<file path="src/rtl/core/abg_pkg.sv">
`timescale 1ns / 1ps
package abg_pkg;

  localparam int unsigned TableEntries = 256;
  localparam int unsigned IdxW         = $clog2(TableEntries);
  localparam int unsigned UsedW        = IdxW + 1;
  localparam int unsigned FifoDepth    = 4;
  localparam int unsigned FifoPtrW     = $clog2(FifoDepth);

  localparam logic [5:0]  HeaderBytes   = 6'd14;
  localparam logic [5:0]  ArpFrameBytes = 6'd42;
  localparam logic [15:0] ArpEthertype  = 16'h0806;
  localparam logic [5:0]  PosEthHi      = 6'd12;
  localparam logic [5:0]  PosEthLo      = 6'd13;
  localparam logic [5:0]  PosMacFirst   = 6'd22;
  localparam logic [5:0]  PosMacLast    = 6'd27;
  localparam logic [5:0]  PosIpFirst    = 6'd28;
  localparam logic [5:0]  PosIpLast     = 6'd31;

  typedef enum logic [2:0] {
    ST_SHORT   = 3'd0,
    ST_NOT_ARP = 3'd1,
    ST_TRUNC   = 3'd2,
    ST_LEARNED = 3'd3,
    ST_MATCH   = 3'd4,
    ST_CONFLICT = 3'd5,
    ST_FULL    = 3'd6
  } abg_status_e;

  typedef enum logic [2:0] {
    B_IDLE,
    B_READ,
    B_CMP,
    B_MISS,
    B_EMIT
  } abg_back_state_e;

  typedef struct packed {
    logic [7:0] data_byte;
    logic       last_byte;
  } abg_in_t;

  typedef struct packed {
    logic        action;
    abg_status_e status;
    logic [31:0] src_ip;
    logic [47:0] src_mac;
    logic [47:0] stored_mac;
  } abg_res_t;

  // classified frame handed from parser to table engine
  typedef struct packed {
    logic        lookup;
    abg_status_e status;
    logic [31:0] ip;
    logic [47:0] mac;
  } abg_req_t;

endpackage

</file>
<file path="src/rtl/core/abg_fifo.sv">
`timescale 1ns / 1ps
module abg_fifo import abg_pkg::*; (
  input  logic     clk_i,
  input  logic     rst_ni,
  input  logic     push_i,
  input  abg_req_t wdata_i,
  output logic     full_o,
  input  logic     pop_i,
  output logic     empty_o,
  output abg_req_t rdata_o
);

  abg_req_t              mem_q [FifoDepth];
  logic [FifoPtrW-1:0]   wptr_q, rptr_q;
  logic [FifoPtrW:0]     cnt_q;

  assign full_o  = (cnt_q == (FifoPtrW+1)'(FifoDepth));
  assign empty_o = (cnt_q == '0);
  assign rdata_o = mem_q[rptr_q];

  always_ff @(posedge clk_i) begin
    if (push_i && !full_o) begin
      mem_q[wptr_q] <= wdata_i;
    end
  end

  always_ff @(posedge clk_i or negedge rst_ni) begin
    if (!rst_ni) begin
      wptr_q <= '0;
      rptr_q <= '0;
      cnt_q  <= '0;
    end else begin
      if (push_i && !full_o) begin
        wptr_q <= wptr_q + 1'b1;
      end
      if (pop_i && !empty_o) begin
        rptr_q <= rptr_q + 1'b1;
      end
      cnt_q <= cnt_q + (FifoPtrW+1)'(push_i && !full_o) - (FifoPtrW+1)'(pop_i && !empty_o);
    end
  end

endmodule

</file>
<file path="config.mk">
export PLATFORM = sky130hd
export DESIGN_NAME = abg_fifo
export DESIGN_NICKNAME = d
export VERILOG_FILES = /design/src/rtl/core/abg_pkg.sv /design/src/rtl/core/abg_fifo.sv
export SDC_FILE = /design/constraint.sdc
export NUM_CORES = 1
export LEC_CHECK = 0
export BUFFER_PORTS_ARGS = -buffer_cell sky130_fd_sc_hd__buf_2
export CORE_UTILIZATION = 35
export DETAILED_ROUTE_END_ITERATION = 8
export HOLD_SLACK_MARGIN = 0.1
export PLACE_DENSITY = 0.52
export REMOVE_ABC_BUFFERS = 1
export SYNTH_ARGS = -nofsm -noshare
export SYNTH_HDL_FRONTEND = slang
export SYNTH_SLANG_ARGS = --single-unit
</file>
<file path="constraint.sdc">
create_clock -name clk_i -period 4.1 [get_ports clk_i]
set_clock_uncertainty 0.05 [all_clocks]
set_input_delay 1.025 -clock clk_i [delete_from_list [all_inputs] [get_ports clk_i]]
set_output_delay 1.025 -clock clk_i [all_outputs]
set_load 0.005 [all_outputs]
</file>
==> summary.txt <==
Run status
  • Outcome: completed

Cells and area
  • Fillers: approximately 3100
  • Finished Layout Cells: approximately 1200
  • Multi-input gate area: approximately 0.0022 sq mm
  • Final nets: 791
  • Sequential cell area: 0.0103 sq mm
  • Fin util: a little over two fifths
  • Layout cells sized above 1: 46.8%
  • P&R area growth vs syn: 21.3%

Critical path
  • CP required: 3020 ps
  • Critical path class: reg2out
  • Critical Path Source Type: register
  • CP Max Fanout: 21
  • Crit end category: output port
  • Arrival time worst endpoint: about 2300 ps

GRT
  • Vias in the first global route: 6336
  • Total track usage: a little over an eighth
  • First-pass GRT wire length: 36900 microns
  • Congestion Overflow GR: 0
  • Pin count of the biggest net entering global routing: 47
  • Initial antenna violation count: 5

Power and ir drop
  • Cell Pwr Density: 712 mW/mm^2
  • Total power: about 0.011 W
  • Psw: 0.00294 W
  • Sequential Power Share: between 40% and 50%
  • Logic pwr share: between 20% and 30%
  • Worst VDD drop: roughly 470 uV
  • Clock group share of total power: 28.3%
  • Leakage dissipation: 5.21 nW
  • Int Pwr: 0.00797 W
  • Sw Ratio: between 20% and 30%

Yosys
  • Yosys cell types: 21
  • Sequential-to-total area share from yosys stat: 81.3%
  • Synth async-reset ratio: 2.04%
  • Area leader, netlist: edfxtp_1
  • EDFF count, synth: around 340
  • Most frequent cell after synthesis: edfxtp_1
  • Yosys warnings: 0
  • Syn avg cell area: 26.3 sq um
  • Share of the synthesized area in the top cell type: approximately 80%
  • Main synth FF type: edfxtp_1
  • Gate Count Post-Synth: 480
  • List of most frequent post-synthesis cells: edfxtp_1, mux4_2, dfrtp_1
  • Syn Std Cell Area: 0.0126 sq mm
  • Top post-synthesis cells by area: edfxtp_1, mux4_2, dfrtp_1
  • Seq cells post-synth: 343

Clocking
  • Sink Count: 343
  • Hold buffers post-CTS: 0
  • Max clock buf depth: 3
  • H-tree levels: 2
  • CTS tree: built
  • Post-CTS Setup Bufs: 0
  • Cts repair resizes: 0
  • Clock latency at the later pin of the worst-skew pair: 490 ps
  • Worst-path clk slew: 60 ps
  • Root buffer cell: clkbuf_16
  • Total CTS buffers: 37

STA
  • Post-route setup slack: around 700 ps
  • Maximum clock frequency: 294 MHz
  • Final period utilization: 82.9%
  • Tightest Pin Transition: 666 ps
  • Max Slew Vio Count: 0
  • Hold Fails Final Rpt: 0
  • Slew Limit Headroom: 55.6%
  • Final setup vio count: 0
  • Unrepaired setup endpoints after global routing: no
  • Post-layout min period: 3400 ps
  • Accumulated negative setup slack: 0 ps

Floorplanning
  • Die height: 192 microns
  • Top Ports: ~170
  • Die area: 0.0368 sq mm
  • Core box area: approximately 0.036 sq mm
  • Site Rows: 69
  • Die Wd: 192 microns
  • Initial Utilization: 35.5%

Drt
  • Detailed-router iteration count before antenna repair: 4
  • WL/cell: 20.6 microns
  • Routed vias/inst: 4.81
  • Initial DRC count: ~250
  • WL final: between 20000 and 25000 microns
  • Antenna Nets Post-Route: 0
  • DR DRC count: 0
  • Vias post-DR: 5690

Placement
  • Post-Place Worst Slack: 1140 ps
  • Dpl cells: around 1100
  • Port Buf Inserts: 173
  • DP Wirelength: 15200 microns
  • RePlAce Congestion: 0.736

Hold path
  • Hold crit path type: in2async

Job
  • Maxcap violations: 0
routing by layer:
metal | GRT usage [%] | vias to the layer above | wire [microns]
li1 | - | 2505 | -
met2 | 22.4 | 152 | 12000
met3 | 4.31 | 45 | 1770
met4 | 3.30 | 8 | 408
met1 | 17.1 | 2980 | 10100
met5 | 0 | - | 58
area by class of cell:
| class | instances | share of cell area, % |
|---|---|---|
| antenna | 1 | 0.0163 |
| clock inverter | 18 | 1.08 |
| sequential | 343 | 67.1 |
| clock buffer | 45 | 6.24 |
| inverter | 6 | 0.147 |
| tap | 461 | 3.77 |
| timing repair buffer | 196 | 7.51 |
| multi-input combinational | 112 | 14.2 |
placed cells by master (no fill, tap or decap), types with 2 or more instances in the layout:
cell type / n
and3b_4: 4
buf_4: 14
dfrtp_1: 5
mux4_2: 84
xnor2_1: 4
clkbuf_1: 8
clkbuf_16: 37
clkinv_2: 8
edfxtp_1: 336
buf_12: 9
inv_1: 6
dfrtp_4: 2
nand2b_1: 4
nand4bb_1: 2
buf_2: 173
ha_1: 6
o211ai_1: 2
clkinv_1: 5
bufinv_16: 3
stage by stage:
step	hold WS, ps	instance area, sq um
floorplan	493	12400
global placement	524	14200
detailed placement	545	14200
CTS	279	15300
global route	284	15300
finish	309	15300
critical path, cell delays in order (launching register included):
cell and delay, ps:
dfrtp_4 710, buf_4 410, mux4_2 560, buf_2 150
flip-flops by register name (all words and copies together), names as in the netlist:
register,count
mem_q,336
cnt_q,3
wptr_q,2
rptr_q,2
power by group through the flow:
stage / registers, W / clock network (W) / logic [W]
6_report: 0.00493 / 0.00308 / 0.00289
4_1_cts: 0.00496 / 0.00319 / 0.00301
2_1_floorplan: 0.00514 / 0 / 0.00161
3_3_place_gp: 0.00498 / 0 / 0.00297
5_1_grt: 0.00502 / 0.00332 / 0.00317
3_5_place_dp: 0.00503 / 0 / 0.00300
worst paths after layout:
check / cells past startpoint / slack (ps) / from / end
worst max-delay path: 3 / 700 / rptr_q[0] / rdata_o[22]
worst min-delay path: 1 / 310 / rst_ni / cnt_q[2]
worst max register to register: 8 / 1840 / cnt_q[1] / cnt_q[2]
worst min register to register: 2 / 560 / wptr_q[1] / wptr_q[1]
max in group asynchronous: 1 / 3510 / rst_ni / rptr_q[1]
min in group clk_i: 2 / 560 / wptr_q[1] / wptr_q[1]
cells by family after synthesis:
family / share of synthesized area [%]
fa+ha+maj: 0.753
simple gates: 0.822
compound gates: 0.248
mux: 15.0
flops: 81.3
xor+xnor: 0.277
buf+inv: 1.63
(Power assumes the default switching activity.)
