File: config.mk
export PLATFORM = sky130hd
export DESIGN_NAME = abg_front
export DESIGN_NICKNAME = d
export VERILOG_FILES = /design/src/rtl/core/abg_pkg.sv /design/src/rtl/core/abg_front.sv
export SDC_FILE = /design/constraint.sdc
export NUM_CORES = 1
export LEC_CHECK = 0
export BUFFER_PORTS_ARGS = -buffer_cell sky130_fd_sc_hd__buf_2
export CORE_ASPECT_RATIO = 0.7
export CORE_UTILIZATION = 35
export CTS_BUF_LIST = sky130_fd_sc_hd__clkbuf_4 sky130_fd_sc_hd__clkbuf_8 sky130_fd_sc_hd__clkbuf_16
export DETAILED_ROUTE_END_ITERATION = 10
export SLEW_MARGIN = 25
export SYNTH_ARGS = -nofsm -noshare
export SYNTH_HDL_FRONTEND = slang
export SYNTH_SLANG_ARGS = --single-unit
File: constraint.sdc
create_clock -name clk_i -period 6.5 [get_ports clk_i]
set_input_delay 1.3 -clock clk_i [delete_from_list [all_inputs] [get_ports clk_i]]
set_output_delay 1.3 -clock clk_i [all_outputs]
set_load 0.005 [all_outputs]
File: src/rtl/core/abg_pkg.sv
`timescale 1ns / 1ps
package abg_pkg;

  localparam int unsigned TableEntries = 256;
  localparam int unsigned IdxW         = $clog2(TableEntries);
  localparam int unsigned UsedW        = IdxW + 1;
  localparam int unsigned FifoDepth    = 4;
  localparam int unsigned FifoPtrW     = $clog2(FifoDepth);

  localparam logic [5:0]  HeaderBytes   = 6'd14;
  localparam logic [5:0]  ArpFrameBytes = 6'd42;
  localparam logic [15:0] ArpEthertype  = 16'h0806;
  localparam logic [5:0]  PosEthHi      = 6'd12;
  localparam logic [5:0]  PosEthLo      = 6'd13;
  localparam logic [5:0]  PosMacFirst   = 6'd22;
  localparam logic [5:0]  PosMacLast    = 6'd27;
  localparam logic [5:0]  PosIpFirst    = 6'd28;
  localparam logic [5:0]  PosIpLast     = 6'd31;

  typedef enum logic [2:0] {
    ST_SHORT   = 3'd0,
    ST_NOT_ARP = 3'd1,
    ST_TRUNC   = 3'd2,
    ST_LEARNED = 3'd3,
    ST_MATCH   = 3'd4,
    ST_CONFLICT = 3'd5,
    ST_FULL    = 3'd6
  } abg_status_e;

  typedef enum logic [2:0] {
    B_IDLE,
    B_READ,
    B_CMP,
    B_MISS,
    B_EMIT
  } abg_back_state_e;

  typedef struct packed {
    logic [7:0] data_byte;
    logic       last_byte;
  } abg_in_t;

  typedef struct packed {
    logic        action;
    abg_status_e status;
    logic [31:0] src_ip;
    logic [47:0] src_mac;
    logic [47:0] stored_mac;
  } abg_res_t;

  // classified frame handed from parser to table engine
  typedef struct packed {
    logic        lookup;
    abg_status_e status;
    logic [31:0] ip;
    logic [47:0] mac;
  } abg_req_t;

endpackage

File: src/rtl/core/abg_front.sv
`timescale 1ns / 1ps
module abg_front import abg_pkg::*; (
  input  logic     clk_i,
  input  logic     rst_ni,
  input  logic     accept_i,
  input  abg_in_t  in_i,
  output logic     req_push_o,
  output abg_req_t req_o
);

  logic [5:0]  pos_q, pos_d;
  logic [15:0] eth_q, eth_d;
  logic [47:0] mac_q, mac_d;
  logic [31:0] ip_q, ip_d;

  always_comb begin
    eth_d = eth_q;
    mac_d = mac_q;
    ip_d  = ip_q;
    if (pos_q == PosEthHi || pos_q == PosEthLo) begin
      eth_d = {eth_q[7:0], in_i.data_byte};
    end else if (pos_q >= PosMacFirst && pos_q <= PosMacLast) begin
      mac_d = {mac_q[39:0], in_i.data_byte};
    end else if (pos_q >= PosIpFirst && pos_q <= PosIpLast) begin
      ip_d = {ip_q[23:0], in_i.data_byte};
    end
    pos_d = (pos_q < ArpFrameBytes) ? pos_q + 6'd1 : pos_q;

    req_o.lookup = 1'b0;
    req_o.ip     = '0;
    req_o.mac    = '0;
    if (pos_d < HeaderBytes) begin
      req_o.status = ST_SHORT;
    end else if (eth_d != ArpEthertype) begin
      req_o.status = ST_NOT_ARP;
    end else if (pos_d < ArpFrameBytes) begin
      req_o.status = ST_TRUNC;
    end else begin
      req_o.status = ST_LEARNED;
      req_o.lookup = 1'b1;
      req_o.ip     = ip_d;
      req_o.mac    = mac_d;
    end
    req_push_o = accept_i && in_i.last_byte;
  end

  always_ff @(posedge clk_i or negedge rst_ni) begin
    if (!rst_ni) begin
      pos_q <= '0;
      eth_q <= '0;
      mac_q <= '0;
      ip_q  <= '0;
    end else if (accept_i) begin
      if (in_i.last_byte) begin
        pos_q <= '0;
        eth_q <= '0;
        mac_q <= '0;
        ip_q  <= '0;
      end else begin
        pos_q <= pos_d;
        eth_q <= eth_d;
        mac_q <= mac_d;
        ip_q  <= ip_d;
      end
    end
  end

endmodule

==> key figures <==
Outcome
  • Result of the run: finished, final reports clean

Global routing
  • Wire length of the first global-routing pass: 25600 µm
  • M2 GR Usage: 0.248
  • Antenna violations before repair: 1
  • Number of global-route vias before repair: 4456
  • Total GRT Usage: 0.180
  • Largest net degree at the start of global routing: 83
  • Peak-usage layer in the global routing report: met1
  • Global route total overflow: 0
  • Met3 Usage GRT: 0.0392
  • Routing usage on met1: 0.283

Floorplanning
  • Standard cell core area: 0.0166 mm²
  • Total die area: 0.0179 mm²
  • IO Pins: 97
  • Die Y-Extent: 112 µm
  • Horizontal die dimension: 159 µm
  • Starting utilization of the core area: 0.364
  • Floorplan row count: 39

Logic synthesis
  • Number of nets in the synthesized netlist: 558
  • Yosys top cell area share: 0.421
  • Cell area after synthesis: 0.00606 mm²
  • Sequential cell area fraction in the yosys report: 0.421
  • Cells after Synth: 542
  • Post-synthesis area per instance: 11.2 µm²
  • Post-synthesis cell type count: 44
  • Share of flip-flops with an asynchronous set or reset after synthesis: 1.00
  • Register bit total from synthesis: 102
  • Count of warnings emitted by yosys: 0
  • Primary FF master, synth: dfrtp_1
  • Top cell type by total area after synthesis: dfrtp_1
  • Post-synth EDFFs: 0
  • Top post-synthesis cells by area: dfrtp_1 42%, a211oi_2 16%, mux2i_1 9.2%, o2bb2ai_1 8.2%, buf_12 2.6%

Worst hold path
  • Hold Crit Class: flip-flop to flip-flop
  • Hold Path Stages: 1

Setup path
  • Number of buffer and inverter stages on the critical path: 3
  • Slowest stage delay, CP: 0.59 ns
  • Crit. End Element: primary output
  • Data required time at the worst endpoint: 5.20 ns
  • Arr. time, crit path: 3.80 ns
  • Category of the critical setup timing path: input port to primary output
  • R2r worst-path depth: 8
  • Number of stages on the worst setup path: 8
  • Critical path, cell by cell: buf_2 -> or4b_1 -> nor4_2 -> a32oi_1 -> or2_4 -> buf_4 -> a211oi_2 -> buf_2
  • Dominant delay contributor by cell family on the critical path: simple AND/OR/NAND/NOR gates
  • Critical-path top delay cell: or2_4
  • Critical Path Source Type: input port
  • Critical path peak fanout: 58
  • Most common cell type on the critical path: buf_2

Cells and area
  • Total inserted antenna cells: 0
  • Highest-count cells in the layout ignoring fill and taps: 102 x dfrtp_1, 94 x buf_2, 79 x a211oi_2
  • Area of the multi-input gates: 0.00304 mm²
  • Fillers: 1588
  • Ratio of cells with drive above 1 in the final layout: 0.356
  • Post-layout net count: 610
  • Total area of sequential cells: 0.00255 mm²
  • Commonest non-fill, non-tap cell in the layout: dfrtp_1
  • Fraction of the core area covered by cells at the end of the flow: 0.411
  • Final Cell Area: 0.00683 mm²
  • Synthesis-to-finish area growth: 12.7%

Clock tree
  • Number of post-CTS setup repair buffers: 0
  • Cell at the root of the clock tree: clkbuf_16
  • Clk sinks: 102
  • CTS Hold Bufs: 0
  • Clock edge transition at the registers on the reported setup and hold paths: 0.07 ns
  • Clock insertion delay at the later pin of the skew report: 0.34 ns
  • Num CTS Buffers: 9
  • TritonCTS clock tree: yes
  • Number of H-tree levels: 3
  • Buffer levels on the longest clock path: 2
  • Number of resized instances in the post-cts repair step: 0

Placement
  • DP Area: 0.00653 mm²
  • Post-detail-place hpwl: 10500 µm
  • Buffers added on ports: 95
  • Post-place setup slack: 1.40 ns
  • Routability Congestion: 0.826

Power
  • Cell area power density: 182 mW/mm²
  • Leakage Power: 2.60 nW
  • Largest voltage drop on the vdd net: 0.123 mV

Timing
  • Final setup TNS: 0 ns
  • Unrepaired setup endpoints after global routing: no
  • Final Hold Violating Endpoints: 0
  • Final setup violation count: 0
  • Worst Hold Slack: 0.491 ns
  • Clock skew: 0.00761 ns
  • Final Slew Violations: 0
  • Achievable clock frequency: 0.196 GHz
  • Final Cycle Share: 0.784
  • Normalized max-slew margin: 0.307
  • Tmin final: 5.10 ns
  • Tightest Pin Transition: 1.04 ns
  • Smallest setup slack after layout: 1.40 ns

Routing
  • Number of iterations in the first detailed-routing pass: 5
  • Final routed wirelength across all metal layers: 16100 µm
  • Number of routed nets with antenna violations: 0
  • Via count: 4672
  • Wire length per cell after detailed routing: 19.5 µm
  • Via density: 5.67
  • Detailed router's first-iteration violation count: 418
  • DRC violation count after routing: 0

Job
  • MaxCap Viol Count: 0
## final timing paths
kind | slack [ns] | startpoint | endpoint
min | 0.49 | mac_q[45] | mac_q[45]
max in group asynchronous | 4.31 | rst_ni | ip_q[25]
max | 1.40 | in_i[4] | req_o[74]
min reg2reg | 0.49 | mac_q[45] | mac_q[45]
min in group asynchronous | 0.93 | rst_ni | mac_q[46]
max reg2reg | 3.68 | pos_q[0] | mac_q[47]
## routing by layer
layer	wire length (µm)	part of all wire
met1	8210	0.51
met2	6890	0.43
met3	879	0.055
met4	99	0.0062
met5	0	0
## worst reg2reg max path, delay by kind of cell, from the launching register on
family / cells / cell delay [ns]
simple gates: 1 / 0.66
fa+ha+maj: 1 / 0.15
compound gates: 3 / 0.30
flops: 1 / 0.46
buf+inv: 2 / 0.67
mux: 1 / 0.42
## Yosys cell counts (6+ instances only)
master and count:
a211oi_2 79, a21oi_1 30, a22o_1 15, buf_12 8
buf_2 14, clkbuf_1 38, dfrtp_1 102, inv_1 30
mux2i_1 56, nand2_1 6, nor2_1 26, o21ai_0 9
o22ai_1 25, o2bb2ai_1 57
## cells by family after synthesis
| group | share of synthesized area |
|---|---|
| buf+inv | 0.0838 |
| compound gates | 0.341 |
| mux | 0.0925 |
| flops | 0.421 |
| other cells | 0.000619 |
| simple gates | 0.0516 |
| xor+xnor | 0.00145 |
| fa+ha+maj | 0.00826 |
## power by group
group / total [W] / internal (W) / switching (W)
Combinational: 0.0000578 / 0.0000114 / 0.0000464
Clock: 0.000549 / 0.000311 / 0.000238
Sequential: 0.000640 / 0.000636 / 0.00000370
Total: 0.00125 / 0.000958 / 0.000288
## state kept, by name (all words and copies together), names as in the netlist
name	count
pos_q	6
mac_q	48
ip_q	32
eth_q	16
## final cells by class
| class | count | area share |
|---|---|---|
| Tap cell | 225 | 0.0412 |
| Multi-Input combinational cell | 347 | 0.445 |
| Sequential cell | 102 | 0.374 |
| Inverter | 30 | 0.0168 |
| Clock inverter | 4 | 0.00696 |
| Timing Repair Buffer | 104 | 0.0799 |
| Clock buffer | 12 | 0.0363 |
## through the flow
stage                     power [W]  std cells
after global placement     0.000708        808
final                       0.00125        824
after detailed placement   0.000710        808
after CTS                   0.00126        824
after global routing        0.00129        824
after floorplan            0.000679        542
No activity file was read; power rests on OpenSTA's default activity.
